===== src/design/ur_pkg.sv =====
// ----------------------------------------------------------------------------
// ur_pkg: shared types and constants of the uri percent encoder
// Item layout between classifier and serialiser, character sets, hex lookup.
// ----------------------------------------------------------------------------
package ur_pkg;

  // surrogate ranges and utf-8 limits
  localparam logic [15:0] HIGH_SURR_LO = 16'hD800;
  localparam logic [15:0] HIGH_SURR_HI = 16'hDBFF;
  localparam logic [15:0] LOW_SURR_LO  = 16'hDC00;
  localparam logic [15:0] LOW_SURR_HI  = 16'hDFFF;
  localparam logic [20:0] SUPP_BASE    = 21'h10000;
  localparam logic [20:0] LIM_ONE      = 21'h00080;
  localparam logic [20:0] LIM_TWO      = 21'h00800;
  localparam logic [20:0] LIM_THREE    = 21'h10000;
  localparam logic [7:0]  LEAD_TWO     = 8'hC0;
  localparam logic [7:0]  LEAD_THREE   = 8'hE0;
  localparam logic [7:0]  LEAD_FOUR    = 8'hF0;
  localparam logic [7:0]  CONT_BYTE    = 8'h80;
  localparam logic [6:0]  PERCENT_CHAR = 7'h25;

  // unescaped punctuation, component set and extra reserved set
  localparam int unsigned NUM_COMP = 9;
  localparam int unsigned NUM_RSVD = 11;
  localparam logic [NUM_COMP-1:0][7:0] COMP_SET = {
    8'h2D, 8'h5F, 8'h2E, 8'h21, 8'h7E, 8'h2A, 8'h27, 8'h28, 8'h29
  };
  localparam logic [NUM_RSVD-1:0][7:0] RSVD_SET = {
    8'h3B, 8'h2F, 8'h3F, 8'h3A, 8'h40, 8'h26, 8'h3D, 8'h2B, 8'h24, 8'h2C, 8'h23
  };

  // what a queued item emits
  typedef enum logic [1:0] {
    KIND_PASS = 2'd0,
    KIND_ESC  = 2'd1,
    KIND_ERR  = 2'd2
  } ur_kind_e;

  // one code unit's worth of output, before serialisation
  typedef struct packed {
    ur_kind_e        kind;
    logic [6:0]      pchar;
    logic [3:0][7:0] bytes;
    logic [1:0]      nb_m1;
    logic            eos;
  } ur_item_t;

  // uppercase hex digit for a nibble
  function automatic logic [6:0] hex_char(input logic [3:0] n);
    logic [7:0] c;
    if (n < 4'd10) c = 8'h30 + {4'd0, n};
    else           c = 8'h37 + {4'd0, n};
    return c[6:0];
  endfunction

endpackage


===== src/design/ur_classify.sv =====
// ----------------------------------------------------------------------------
// ur_classify: code unit classifier and utf-8 byte builder
// Decides passthrough, escape or error per unit and keeps surrogate state.
// ----------------------------------------------------------------------------
module ur_classify import ur_pkg::*; (
  input  logic        clk_i,
  input  logic        rst_ni,
  input  logic        keep_reserved_i,
  input  logic        accept_i,
  input  logic [15:0] unit_i,
  input  logic        eos_i,
  output logic        has_item_o,
  output ur_item_t    item_o
);

  logic       high_pending_q, high_pending_d;
  logic [9:0] high_bits_q, high_bits_d;
  logic       discarding_q, discarding_d;

  logic       passes;
  logic       is_low, is_high;
  logic [20:0] cp;

  // passthrough test over letters, digits and the punctuation sets
  always_comb begin
    passes = ((unit_i >= 16'h61) && (unit_i <= 16'h7A)) ||
             ((unit_i >= 16'h41) && (unit_i <= 16'h5A)) ||
             ((unit_i >= 16'h30) && (unit_i <= 16'h39));
    for (int i = 0; i < NUM_COMP; i++) begin
      if (unit_i == {8'd0, COMP_SET[i]}) passes = 1'b1;
    end
    for (int i = 0; i < NUM_RSVD; i++) begin
      if (keep_reserved_i && (unit_i == {8'd0, RSVD_SET[i]})) passes = 1'b1;
    end
  end

  assign is_low  = (unit_i >= LOW_SURR_LO) && (unit_i <= LOW_SURR_HI);
  assign is_high = (unit_i >= HIGH_SURR_LO) && (unit_i <= HIGH_SURR_HI);

  // code point: pair or plain unit
  assign cp = high_pending_q ? (SUPP_BASE + {1'b0, high_bits_q, unit_i[9:0]})
                             : {5'd0, unit_i};

  // decision and next state
  always_comb begin
    high_pending_d = high_pending_q;
    high_bits_d    = high_bits_q;
    discarding_d   = discarding_q;
    has_item_o     = 1'b0;
    item_o.kind    = KIND_ESC;
    item_o.pchar   = unit_i[6:0];
    item_o.eos     = eos_i;
    item_o.bytes   = '0;
    item_o.nb_m1   = 2'd0;

    // utf-8 bytes of the code point
    if (cp < LIM_ONE) begin
      item_o.bytes[0] = cp[7:0];
    end else if (cp < LIM_TWO) begin
      item_o.bytes[0] = LEAD_TWO | {3'd0, cp[10:6]};
      item_o.bytes[1] = CONT_BYTE | {2'd0, cp[5:0]};
      item_o.nb_m1    = 2'd1;
    end else if (cp < LIM_THREE) begin
      item_o.bytes[0] = LEAD_THREE | {4'd0, cp[15:12]};
      item_o.bytes[1] = CONT_BYTE | {2'd0, cp[11:6]};
      item_o.bytes[2] = CONT_BYTE | {2'd0, cp[5:0]};
      item_o.nb_m1    = 2'd2;
    end else begin
      item_o.bytes[0] = LEAD_FOUR | {5'd0, cp[20:18]};
      item_o.bytes[1] = CONT_BYTE | {2'd0, cp[17:12]};
      item_o.bytes[2] = CONT_BYTE | {2'd0, cp[11:6]};
      item_o.bytes[3] = CONT_BYTE | {2'd0, cp[5:0]};
      item_o.nb_m1    = 2'd3;
    end

    if (discarding_q) begin
      // drop until the string ends
      discarding_d = ~eos_i;
    end else if (high_pending_q) begin
      has_item_o     = 1'b1;
      high_pending_d = 1'b0;
      high_bits_d    = '0;
      if (!is_low) begin
        item_o.kind  = KIND_ERR;
        discarding_d = ~eos_i;
      end
    end else if (passes) begin
      has_item_o  = 1'b1;
      item_o.kind = KIND_PASS;
    end else if (is_low) begin
      has_item_o   = 1'b1;
      item_o.kind  = KIND_ERR;
      discarding_d = ~eos_i;
    end else if (is_high) begin
      if (eos_i) begin
        has_item_o  = 1'b1;
        item_o.kind = KIND_ERR;
      end else begin
        high_pending_d = 1'b1;
        high_bits_d    = unit_i[9:0];
      end
    end else begin
      has_item_o = 1'b1;
    end
  end

  // surrogate and discard state
  always_ff @(posedge clk_i or negedge rst_ni) begin
    if (!rst_ni) begin
      high_pending_q <= 1'b0;
      high_bits_q    <= '0;
      discarding_q   <= 1'b0;
    end else if (accept_i) begin
      high_pending_q <= high_pending_d;
      high_bits_q    <= high_bits_d;
      discarding_q   <= discarding_d;
    end
  end

endmodule


===== src/design/ur_serial.sv =====
// ----------------------------------------------------------------------------
// ur_serial: two-slot item queue and character serialiser
// Holds the item being sent and a waiting item; emits a char a cycle if ready.
// ----------------------------------------------------------------------------
module ur_serial import ur_pkg::*; (
  input  logic       clk_i,
  input  logic       rst_ni,
  input  logic       load_i,
  input  ur_item_t   item_i,
  output logic       ready_o,
  output logic       valid_o,
  input  logic       out_ready_i,
  output logic [6:0] char_o,
  output logic       last_of_item_o,
  output logic       string_done_o,
  output logic       error_o
);

  logic     cur_vq, cur_vd, nxt_vq, nxt_vd;
  ur_item_t cur_q, cur_d, nxt_q, nxt_d;
  logic [1:0] byte_q, byte_d, dig_q, dig_d;
  logic     cur_last, cur_free, load_cur;
  logic [7:0] cur_byte;

  assign cur_byte = cur_q.bytes[byte_q];

  // character decode from the current item and position
  always_comb begin
    case (cur_q.kind)
      KIND_PASS: begin
        char_o   = cur_q.pchar;
        cur_last = 1'b1;
      end
      KIND_ESC: begin
        case (dig_q)
          2'd0:    char_o = PERCENT_CHAR;
          2'd1:    char_o = hex_char(cur_byte[7:4]);
          default: char_o = hex_char(cur_byte[3:0]);
        endcase
        cur_last = (dig_q == 2'd2) && (byte_q == cur_q.nb_m1);
      end
      default: begin
        char_o   = '0;
        cur_last = 1'b1;
      end
    endcase
  end

  // an error transaction always closes the string
  assign valid_o        = cur_vq;
  assign last_of_item_o = cur_last;
  assign string_done_o  = cur_last && (cur_q.eos || error_o);
  assign error_o        = (cur_q.kind == KIND_ERR);

  assign cur_free = !cur_vq || (out_ready_i && cur_last);
  assign ready_o  = !nxt_vq || cur_free;

  // slot movement
  always_comb begin
    cur_vd   = cur_vq;
    cur_d    = cur_q;
    nxt_vd   = nxt_vq;
    nxt_d    = nxt_q;
    load_cur = 1'b0;
    if (load_i) begin
      if (nxt_vq) begin
        cur_d    = nxt_q;
        cur_vd   = 1'b1;
        nxt_d    = item_i;
        load_cur = 1'b1;
      end else if (cur_free) begin
        cur_d    = item_i;
        cur_vd   = 1'b1;
        load_cur = 1'b1;
      end else begin
        nxt_d  = item_i;
        nxt_vd = 1'b1;
      end
    end else if (cur_free) begin
      if (nxt_vq) begin
        cur_d    = nxt_q;
        cur_vd   = 1'b1;
        nxt_vd   = 1'b0;
        load_cur = 1'b1;
      end else begin
        cur_vd = 1'b0;
      end
    end
  end

  // position within the escaped bytes
  always_comb begin
    byte_d = byte_q;
    dig_d  = dig_q;
    if (load_cur) begin
      byte_d = '0;
      dig_d  = '0;
    end else if (cur_vq && out_ready_i && !cur_last) begin
      if (dig_q == 2'd2) begin
        dig_d  = '0;
        byte_d = byte_q + 2'd1;
      end else begin
        dig_d = dig_q + 2'd1;
      end
    end
  end

  // control registers
  always_ff @(posedge clk_i or negedge rst_ni) begin
    if (!rst_ni) begin
      cur_vq <= 1'b0;
      nxt_vq <= 1'b0;
      byte_q <= '0;
      dig_q  <= '0;
    end else begin
      cur_vq <= cur_vd;
      nxt_vq <= nxt_vd;
      byte_q <= byte_d;
      dig_q  <= dig_d;
    end
  end

  // item payload
  always_ff @(posedge clk_i) begin
    cur_q <= cur_d;
    nxt_q <= nxt_d;
  end

  // checks
  a_nxt_needs_cur: assert property (@(posedge clk_i) disable iff (!rst_ni)
    nxt_vq |-> cur_vq) else $error("waiting item without a current item");

  a_dig_range: assert property (@(posedge clk_i) disable iff (!rst_ni)
    cur_vq |-> (dig_q != 2'd3)) else $error("digit position out of range");

  a_single_pos: assert property (@(posedge clk_i) disable iff (!rst_ni)
    (cur_vq && (cur_q.kind != KIND_ESC)) |-> (byte_q == 2'd0 && dig_q == 2'd0))
    else $error("single-character item not at start position");

  a_err_shape: assert property (@(posedge clk_i) disable iff (!rst_ni)
    (cur_vq && error_o) |-> (string_done_o || !cur_q.eos) && last_of_item_o &&
    (char_o == 7'd0)) else $error("malformed error transaction");

endmodule


===== src/design/uri_percent_utf8_encoder.sv =====
// ----------------------------------------------------------------------------
// uri_percent_utf8_encoder: uri percent encoder over utf-16 code units
// Passes unreserved characters, escapes others as utf-8 percent triplets.
//
//   channel   dir  tdata             tuser                        tlast
//   s_axis    in   [15:0] code_unit  -                            end_of_string
//   m_axis    out  [6:0] out_char    [0] last_of_item, [1] error  string_done
//   cfg       in   cfg_wdata_i = keep_reserved, written when cfg_we_i is high
//
// One output character per cycle unless m_axis stalls: a unit gives one
// character if passed through, 3 per utf-8 byte if escaped (3 to 12), set by
// the single character port. A held high surrogate or a dropped unit is
// accepted and gives no output. Input stalls while an item waits behind the
// one being sent, until the current item's last character is taken.
// Reset clears surrogate and discard state, the item queue and keep_reserved.
// ----------------------------------------------------------------------------
module uri_percent_utf8_encoder import ur_pkg::*; (
  input  logic        clk_i,
  input  logic        rst_ni,
  input  logic        cfg_we_i,
  input  logic        cfg_wdata_i,
  input  logic        s_axis_tvalid_i,
  output logic        s_axis_tready_o,
  input  logic [15:0] s_axis_tdata_i,   // [15:0] code_unit
  input  logic        s_axis_tlast_i,
  output logic        m_axis_tvalid_o,
  input  logic        m_axis_tready_i,
  output logic [7:0]  m_axis_tdata_o,   // [6:0] out_char, [7] zero
  output logic [1:0]  m_axis_tuser_o,   // [0] last_of_item, [1] error
  output logic        m_axis_tlast_o
);

  logic     keep_reserved_q;
  logic     accept, has_item;
  ur_item_t item;
  logic [6:0] out_char;

  // configuration register
  always_ff @(posedge clk_i or negedge rst_ni) begin
    if (!rst_ni) begin
      keep_reserved_q <= 1'b0;
    end else if (cfg_we_i) begin
      keep_reserved_q <= cfg_wdata_i;
    end
  end

  assign accept = s_axis_tvalid_i && s_axis_tready_o;

  // classification of each accepted transaction
  ur_classify u_classify (
    .clk_i           (clk_i),
    .rst_ni          (rst_ni),
    .keep_reserved_i (keep_reserved_q),
    .accept_i        (accept),
    .unit_i          (s_axis_tdata_i),
    .eos_i           (s_axis_tlast_i),
    .has_item_o      (has_item),
    .item_o          (item)
  );

  // character serialiser
  ur_serial u_serial (
    .clk_i          (clk_i),
    .rst_ni         (rst_ni),
    .load_i         (accept && has_item),
    .item_i         (item),
    .ready_o        (s_axis_tready_o),
    .valid_o        (m_axis_tvalid_o),
    .out_ready_i    (m_axis_tready_i),
    .char_o         (out_char),
    .last_of_item_o (m_axis_tuser_o[0]),
    .string_done_o  (m_axis_tlast_o),
    .error_o        (m_axis_tuser_o[1])
  );

  assign m_axis_tdata_o = {1'b0, out_char};

endmodule


===== config.mk =====
export PLATFORM = sky130hd
export DESIGN_NAME = uri_percent_utf8_encoder
export DESIGN_NICKNAME = d
export VERILOG_FILES = /design/src/design/ur_pkg.sv /design/src/design/ur_classify.sv /design/src/design/ur_serial.sv /design/src/design/uri_percent_utf8_encoder.sv
export SDC_FILE = /design/constraint.sdc
export NUM_CORES = 1
export LEC_CHECK = 0
export ABC_AREA = 0
export BUFFER_PORTS_ARGS = -buffer_cell sky130_fd_sc_hd__buf_2
export CORE_MARGIN = 5
export CORE_UTILIZATION = 46
export DETAILED_ROUTE_END_ITERATION = 7
export PLACE_DENSITY = 0.68
export SYNTH_ARGS = -nofsm -noshare
export SYNTH_HDL_FRONTEND = slang
export SYNTH_SLANG_ARGS = --single-unit

===== constraint.sdc =====
create_clock -name clk_i -period 4.7 [get_ports clk_i]
set_input_delay 0 -clock clk_i [delete_from_list [all_inputs] [get_ports clk_i]]
set_output_delay 0 -clock clk_i [all_outputs]
set_load 0.01 [all_outputs]

==> impl_results.rst, run 1 <==
.. list-table::
   :header-rows: 1

   * - Metric
     - Value
   * - Peak fanout along the critical path
     - 31
   * - Hold worst-path end
     - u_serial.nxt_q[37]
   * - CTS Buf Count
     - 9
   * - Post-Synthesis Mean Instance Area
     - 11.2 sq um
   * - Site Rows
     - 39
   * - Boundary pin count
     - 36
   * - Number of optimization iterations in the first detailed-route pass
     - 5
   * - DIE HEIGHT
     - 117 um
   * - Depth of the worst register-to-register path
     - 4
   * - Die Width
     - 117 um
   * - Highest clock rate
     - 326 MHz
   * - Slack of the worst reg-to-reg path
     - 1.63 ns
   * - Startpoint of the tightest hold check path
     - s_axis_tdata_i[2]
   * - Ranking of synthesized cells by instance count
     - sky130_fd_sc_hd__edfxtp_1 (80), sky130_fd_sc_hd__nand2_1 (51), sky130_fd_sc_hd__nor2_1 (44)
   * - Final Hold Fails
     - 0
   * - Layout cell share with drive strength beyond 1
     - 17.1%
   * - Number of antenna violations at the first check in global routing
     - 0
   * - Synthesized Nets
     - 496
   * - Overflow left after global routing
     - 0
   * - Number of buffers inserted by post-CTS setup repair
     - 0
   * - Clock slew at reported path FFs
     - 0.07 ns
   * - Critical path data required time
     - 4.78 ns
   * - Yosys Warn Count
     - 0
   * - Category of the most critical setup path
     - reg2reg
   * - Number of violations reported at the end of detailed-routing iteration 0
     - 364
   * - Resized cells post-CTS
     - 0
   * - Total power draw
     - 2660 uW
   * - DRT Wirelength
     - 12500 um
   * - Count of maximum capacitance violations
     - 0
   * - Post-DP HPWL
     - 8700 um
   * - Standard cell area after detailed placement
     - 5470 sq um
   * - Setup total negative slack
     - 0 ns
   * - Final Critical Period
     - 3.07 ns
   * - Total via count after detailed routing
     - 3787
   * - Sink Count
     - 99
   * - Wire length of the first global-routing pass
     - 19800 um
   * - Unrepaired setup endpoints after global routing
     - no
   * - Average wire length per cell after detail routing
     - 19.5 um
   * - Number of standard cells after synthesis
     - 470
   * - Post-synthesis async set-or-reset flop share
     - 19.2%
   * - Final number of setup-violating endpoints
     - 0
   * - Final routed DRC violation total
     - 0
   * - PwrDens
     - 456 nW/um^2
   * - Count of unique library cells instantiated by Yosys
     - 66
   * - Count of final max-slew check failures
     - 0
   * - Kind of end point of the critical path
     - flop
   * - Cells taking the most area after synthesis
     - sky130_fd_sc_hd__edfxtp_1 (46%), sky130_fd_sc_hd__dfrtp_1 (9.1%), sky130_fd_sc_hd__mux2_2 (4.3%), sky130_fd_sc_hd__nand2_1 (3.6%), sky130_fd_sc_hd__nor2_1 (3.1%)
   * - Cell area after synthesis
     - 5250 sq um
   * - Die Area
     - 13600 sq um
   * - Antenna diode instance count
     - 0
   * - Fin area
     - 5830 sq um
   * - Global placer's final weighted congestion
     - 0.818
   * - Vias in the first global route
     - 3582
   * - Largest vdd supply drop
     - 0.201 mV
   * - CTS max path bufs
     - 2
   * - Placeable Area
     - 11300 sq um
   * - Crit path DAT
     - 3.15 ns
   * - Clk Latency, worst-skew pair
     - 0.34 ns
   * - Portion of the post-synthesis area used by sequential elements
     - 54.9%
   * - Launching element type of the critical path
     - flop
   * - CTS tree
     - built
   * - Number of synthesized register bits
     - 99
   * - Global router's overall resource usage
     - 18.9%
   * - Routed via count divided by cell count
     - 5.93
   * - Status
     - completed
   * - Largest clock skew in the final design
     - 0.0127 ns
   * - Max transition margin
     - 16.3%
   * - Cell taking the most area after synthesis
     - sky130_fd_sc_hd__edfxtp_1
   * - Capture point of the worst reg-to-reg path
     - u_serial.cur_q[3]
   * - Static power due to leakage
     - 0.00217 uW
   * - Multi-input gate area
     - 2170 sq um
   * - Count of antenna-violating nets left after detailed routing
     - 0
   * - Port-buffer cells
     - 34
   * - Maximum number of pins on one net before global-route repair
     - 45
   * - Least-Margin Pin Slew
     - 1.24 ns
   * - Fillers
     - 1020
   * - Initial core utilization
     - 46.3%
   * - Class of the tightest hold or removal check
     - in2reg
   * - Layout area overhead
     - 11.1%
   * - Main synth FF type
     - sky130_fd_sc_hd__edfxtp_1
   * - Reg2Reg Launch Point
     - u_classify.high_pending_q
   * - Number of cells on the worst hold path
     - 1
   * - Post-synth EDFFs
     - 80
   * - Share of the cycle needed by the critical path after routing
     - 65.3%
   * - # nets final
     - 517
   * - Sequential Area
     - 2880 sq um
   * - Clock tree root buffer cell
     - sky130_fd_sc_hd__clkbuf_16
   * - Post-synth top area share
     - 45.8%
   * - Number of H-tree branching levels
     - 3
   * - Most repeated cell in the gate-level netlist after synthesis
     - sky130_fd_sc_hd__edfxtp_1
   * - Fraction of the core area covered by cells at the end of the flow
     - 51.5%
-- worst max-delay path, cell delays in order, from the launching register on --
cell	delay (ns)
sky130_fd_sc_hd__dfrtp_1	0.74
sky130_fd_sc_hd__o41a_1	0.64
sky130_fd_sc_hd__nand2b_1	0.82
sky130_fd_sc_hd__nor2_1	0.23
sky130_fd_sc_hd__a221o_1	0.37
-- final cells by class --
cell class	instances	area share [%]
Sequential cell	99	49.4
Multi-Input combinational cell	322	37.2
Clock buffer	11	4.34
Timing Repair Buffer	41	4.08
Tap cell	143	3.07
Inverter	18	1.16
Clock inverter	5	0.773
-- what timing repair did --
action                                 in CTS  in global routing
setup endpoints to repair                   0                  0
hold buffers                                6                  0
endpoints found under the hold margin      22                  0
-- cells in the final DEF (no fill, tap or decap), types with 16 or more instances in the layout --
cell and count:
sky130_fd_sc_hd__inv_1 18, sky130_fd_sc_hd__nor2_1 41, sky130_fd_sc_hd__dfrtp_1 19, sky130_fd_sc_hd__o21ai_0 24, sky130_fd_sc_hd__mux2_2 20, sky130_fd_sc_hd__a22o_1 16
sky130_fd_sc_hd__a21oi_1 26, sky130_fd_sc_hd__buf_2 34, sky130_fd_sc_hd__edfxtp_1 80, sky130_fd_sc_hd__nand2_1 51
-- registers in the layout, indices dropped and copies added (netlist names) --
register,flops
u_serial.byte_q,2
u_classify.high_bits_q,10
u_serial.dig_q,2
u_serial.valid_o,1
u_serial.nxt_vq,1
keep_reserved_q,1
u_classify.high_pending_q,1
u_classify.discarding_q,1
u_serial.nxt_q,40
u_serial.cur_q,40
-- cells by family (layout without fill, tap and decap cells) --
kind of cell / count (synthesis) / after routing / share of synthesized area [%]
AO/OA/AOI/OAI: 116 / 116 / 15.1
XOR/XNOR: 11 / 11 / 1.84
adder cells (fa/ha/maj): 3 / 3 / 0.716
buffers and inverters: 49 / 75 / 4.10
flip-flops: 99 / 99 / 54.9
multiplexers: 39 / 39 / 9.40
other: 1 / 1 / 0.0715
AND/OR/NAND/NOR: 152 / 152 / 13.9
-- report_power, final --
group          internal (uW)  total [uW]  switching [uW]
Sequential              1200        1290            87.6
Clock                    396         728             332
Combinational            236         641             406
Total                   1830        2660             826
-- worst max-delay path by stage --
stage | slack, ns | depth (start not counted) | end | start
floorplan | 1.20 | 7 | u_serial.cur_q[0] | u_serial.dig_q[1]
global placement | 1.65 | 6 | u_serial.cur_q[3] | u_classify.high_pending_q
detailed placement | 1.65 | 4 | u_serial.cur_q[3] | u_classify.high_pending_q
CTS | 1.64 | 4 | u_serial.cur_q[3] | u_classify.high_pending_q
global route | 1.40 | 7 | u_serial.nxt_q[5] | u_serial.byte_q[0]
finish | 1.63 | 4 | u_serial.cur_q[3] | u_classify.high_pending_q
-- stage by stage --
stage               instances  setup WS [ns]  hold slack (ns)
finish                    639           1.63           0.0199
global route              639           1.40           0.0153
CTS                       639           1.64           0.0135
detailed placement        617           1.65          -0.0169
global placement          617           1.65          -0.0242
floorplan                 470           1.20           -0.296
-- layer usage --
metal  wire length [um]  vias up  global-route usage [%]
met5                  0        -                       0
met4                142        0                    4.51
met3                688       13                    2.98
met2               5720      142                    29.7
met1               5930     1831                    27.9
li1                   -     1801                       -
Power figures use the tool's default switching activity.
==> run 2, diff against run 1 <==
--- a/config.mk
+++ b/config.mk
@@ -5,7 +5,7 @@
 export SDC_FILE = /design/constraint.sdc
 export NUM_CORES = 1
 export LEC_CHECK = 0
-export ABC_AREA = 0
+export ABC_AREA = 1
 export BUFFER_PORTS_ARGS = -buffer_cell sky130_fd_sc_hd__buf_2
 export CORE_MARGIN = 5
 export CORE_UTILIZATION = 46
==> constraint.sdc (replaced) <==
create_clock -name clk_i -period 3.17 [get_ports clk_i]
set_input_delay 0 -clock clk_i [delete_from_list [all_inputs] [get_ports clk_i]]
set_output_delay 0 -clock clk_i [all_outputs]
set_load 0.01 [all_outputs]
==> impl_results.rst, run 2 <==
.. list-table::
   :header-rows: 1

   * - Metric
     - Value
   * - Crit path from
     - u_classify.high_bits_q[6]
   * - Max transition margin
     - 63.4%
   * - Vias in the first global route
     - 4264
   * - Clock slew at reported path FFs
     - 0.07 ns
   * - Class of the tightest hold or removal check
     - in2reg
   * - Setup total negative slack
     - 0 ns
   * - Final routed DRC violation total
     - 0
   * - Endpoint of the most critical setup path
     - u_serial.cur_q[11]
   * - Ranking of synthesized cells by instance count
     - sky130_fd_sc_hd__nand2_1 (257), sky130_fd_sc_hd__edfxtp_1 (80), sky130_fd_sc_hd__inv_1 (61)
   * - Die Area
     - 14100 sq um
   * - Registers with the highest flip-flop counts
     - u_serial.cur_q (40), u_serial.nxt_q (40), u_classify.high_bits_q (10)
   * - CTS Buf Count
     - 9
   * - Kind of end point of the critical path
     - flop
   * - Synthesized Nets
     - 692
   * - Most frequent standard cell in the layout excluding fill and tap cells
     - sky130_fd_sc_hd__nand2_1
   * - Post-Synthesis Mean Instance Area
     - 8.19 sq um
   * - Overflow left after global routing
     - 0
   * - Share of the cycle needed by the critical path after routing
     - 79.7%
   * - Number of optimization iterations in the first detailed-route pass
     - 5
   * - Post-synth EDFFs
     - 80
   * - Unrepaired setup endpoints after global routing
     - no
   * - Die Width
     - 119 um
   * - Capture point of the worst reg-to-reg path
     - u_serial.cur_q[11]
   * - Post-synthesis async set-or-reset flop share
     - 19.2%
   * - Dominant cell type by count on the critical path
     - sky130_fd_sc_hd__nand2_1
   * - Post-synth top area share
     - 44.0%
   * - Most repeated cell in the gate-level netlist after synthesis
     - sky130_fd_sc_hd__nand2_1
   * - Critical path data required time
     - 3.26 ns
   * - Count of antenna-violating nets left after detailed routing
     - 0
   * - Antenna diode instance count
     - 0
   * - CTS max path bufs
     - 2
   * - Final Critical Period
     - 2.53 ns
   * - Number of synthesized register bits
     - 99
   * - Worst path top cell family by delay
     - simple AND/OR/NAND/NOR gates
   * - Number of H-tree branching levels
     - 3
   * - Category of the most critical setup path
     - reg2reg
   * - Clk Latency, worst-skew pair
     - 0.34 ns
   * - Count of maximum capacitance violations
     - 0
   * - Final Hold Fails
     - 0
   * - Status
     - completed
   * - Cells taking the most area after synthesis
     - sky130_fd_sc_hd__edfxtp_1 (44%), sky130_fd_sc_hd__nand2_1 (18%), sky130_fd_sc_hd__dfrtp_1 (8.7%), sky130_fd_sc_hd__nand3_1 (4.4%), sky130_fd_sc_hd__inv_1 (4.2%)
   * - Levels on crit path
     - 11
   * - # nets final
     - 723
   * - Largest vdd supply drop
     - 0.363 mV
   * - Count of unique library cells instantiated by Yosys
     - 39
   * - Reg2Reg Launch Point
     - u_classify.high_bits_q[6]
   * - Layout cell share with drive strength beyond 1
     - 12.4%
   * - Resized cells post-CTS
     - 0
   * - PwrDens
     - 817 nW/um^2
   * - Ordered cell list for the critical path
     - ha_1 > nand2_1 > nand2_1 > nor2_2 > nand3_2 > nor2_4 > inv_1 > nand2_1 > nand2_1 > nand3_1 > nand2_1
   * - Global placer's final weighted congestion
     - 0.895
   * - Site Rows
     - 39
   * - Clock tree root buffer cell
     - sky130_fd_sc_hd__clkbuf_16
   * - Maximum number of pins on one net before global-route repair
     - 45
   * - Leading cell types in the layout, fill and taps excluded
     - sky130_fd_sc_hd__nand2_1 (257), sky130_fd_sc_hd__edfxtp_1 (80), sky130_fd_sc_hd__inv_1 (61)
   * - Number of antenna violations at the first check in global routing
     - 0
   * - Cell area after synthesis
     - 5460 sq um
   * - Total via count after detailed routing
     - 4442
   * - Worst path buffer plus inverter count
     - 1
   * - DIE HEIGHT
     - 119 um
   * - CTS tree
     - built
   * - Crit path DAT
     - 2.62 ns
   * - Largest clock skew in the final design
     - 0.00800 ns
   * - Routed via count divided by cell count
     - 5.26
   * - Final number of setup-violating endpoints
     - 0
   * - Count of final max-slew check failures
     - 0
   * - Placeable Area
     - 11500 sq um
   * - Depth of the worst register-to-register path
     - 11
   * - Static power due to leakage
     - 0.00279 uW
   * - Layout area overhead
     - 11.5%
   * - Sink Count
     - 99
   * - Biggest cell delay along the critical path
     - 0.43 ns
   * - Number of violations reported at the end of detailed-routing iteration 0
     - 360
   * - Yosys Warn Count
     - 0
   * - Fraction of the core area covered by cells at the end of the flow
     - 52.9%
   * - Number of buffers inserted by post-CTS setup repair
     - 0
   * - Portion of the post-synthesis area used by sequential elements
     - 52.7%
   * - Global router's overall resource usage
     - 18.5%
   * - DRT Wirelength
     - 12700 um
   * - Post-DP HPWL
     - 9350 um
   * - Initial core utilization
     - 47.4%
   * - Cell taking the most area after synthesis
     - sky130_fd_sc_hd__edfxtp_1
   * - Launching element type of the critical path
     - flop
   * - Fillers
     - 1082
   * - Port-buffer cells
     - 34
   * - Highest clock rate
     - 396 MHz
   * - Least-Margin Pin Slew
     - 0.547 ns
   * - Peak fanout along the critical path
     - 21
   * - Hold-fix buffer count after cts
     - 9
   * - Number of standard cells after synthesis
     - 666
   * - Average wire length per cell after detail routing
     - 15.0 um
   * - Main synth FF type
     - sky130_fd_sc_hd__edfxtp_1
   * - Wire length of the first global-routing pass
     - 21100 um
   * - Boundary pin count
     - 36
   * - Standard cell with the maximum stage delay on the critical path
     - sky130_fd_sc_hd__dfrtp_1
   * - Slack of the worst reg-to-reg path
     - 0.64 ns
-- run 2: cell types whose count changed after synthesis, moves of 7 or more --
| cell | delta |
|---|---|
| sky130_fd_sc_hd__inv_2 | +9 |
| sky130_fd_sc_hd__a22o_1 | -16 |
| sky130_fd_sc_hd__nor3_1 | -9 |
| sky130_fd_sc_hd__mux2i_1 | -11 |
| sky130_fd_sc_hd__xnor2_1 | -7 |
| sky130_fd_sc_hd__o21ai_0 | +13 |
| sky130_fd_sc_hd__inv_1 | +43 |
| sky130_fd_sc_hd__a21oi_1 | -10 |
| sky130_fd_sc_hd__buf_2 | +9 |
| sky130_fd_sc_hd__nand2_1 | +206 |
| sky130_fd_sc_hd__nand3_1 | +38 |
| sky130_fd_sc_hd__mux2_2 | -19 |
| sky130_fd_sc_hd__nand2_2 | +7 |
| sky130_fd_sc_hd__clkbuf_1 | -13 |
-- run 2: cells by family after synthesis --
group           after synthesis  synth area share (%)
other cells                   1                0.0687
fa+ha+maj                     3                 0.688
flops                        99                  52.7
simple gates                382                  29.8
compound gates               80                  8.32
xor+xnor                      2                 0.321
mux                           1                 0.206
buf+inv                      98                  7.86
-- run 2: layer usage --
metal,GRT usage [%],part of all wire (%),vias up
met2,29.5,47,126
met3,3.13,5.1,14
met1,26.1,47,2079
met4,5.72,1.4,0
met5,0,0,-
li1,-,-,2223
-- run 2: worst reg2reg max path: cells and delay by family, from the launching register on --
| kind | cells | cell delay, ns |
|---|---|---|
| adder cells (fa/ha/maj) | 1 | 0.32 |
| flip-flops | 1 | 0.43 |
| AND/OR/NAND/NOR | 9 | 1.41 |
| buffers and inverters | 1 | 0.14 |
-- run 2: per-stage QoR --
| step | worst slack, ns | hold slack (ns) | cell area, sq um | instances | total power [uW] |
|---|---|---|---|---|---|
| floorplan | 0.529 | -0.296 | 5460 | 666 | 3420 |
| global placement | 0.763 | -0.00225 | 5690 | 820 | 3850 |
| detailed placement | 0.659 | -0.00196 | 5690 | 820 | 3890 |
| CTS | 0.637 | 0.00793 | 6090 | 845 | 5000 |
| global route | 0.390 | 0.0195 | 6090 | 845 | 5320 |
| finish | 0.643 | 0.0251 | 6090 | 845 | 4970 |
-- run 2: worst min-delay path by stage --
stage	from	to	slack [ns]	cells after the start
floorplan	rst_ni	keep_reserved_q	-0.30	0
global placement	rst_ni	u_serial.dig_q[1]	-0.002	1
detailed placement	rst_ni	u_serial.dig_q[1]	-0.002	1
CTS	s_axis_tdata_i[6]	u_classify.high_bits_q[6]	0.008	3
global route	s_axis_tdata_i[0]	u_classify.high_bits_q[0]	0.02	3
finish	s_axis_tdata_i[6]	u_classify.high_bits_q[6]	0.03	3
-- run 2: power by group --
group	switching, uW	total, uW	internal (uW)
registers	153	2120	1970
logic	1230	1760	531
clock network	475	1090	617
-- run 2: area by class of cell --
| cell class | count | area, sq um | share of cell area [%] |
|---|---|---|---|
| clock buffers | 9 | 225 | 3.70 |
| inverters | 71 | 267 | 4.38 |
| flip-flops and latches | 99 | 2880 | 47.3 |
| well taps | 143 | 179 | 2.94 |
| repair buffers | 47 | 303 | 4.97 |
| clock inverters | 7 | 77.6 | 1.27 |
| multi-input cells | 469 | 2160 | 35.5 |
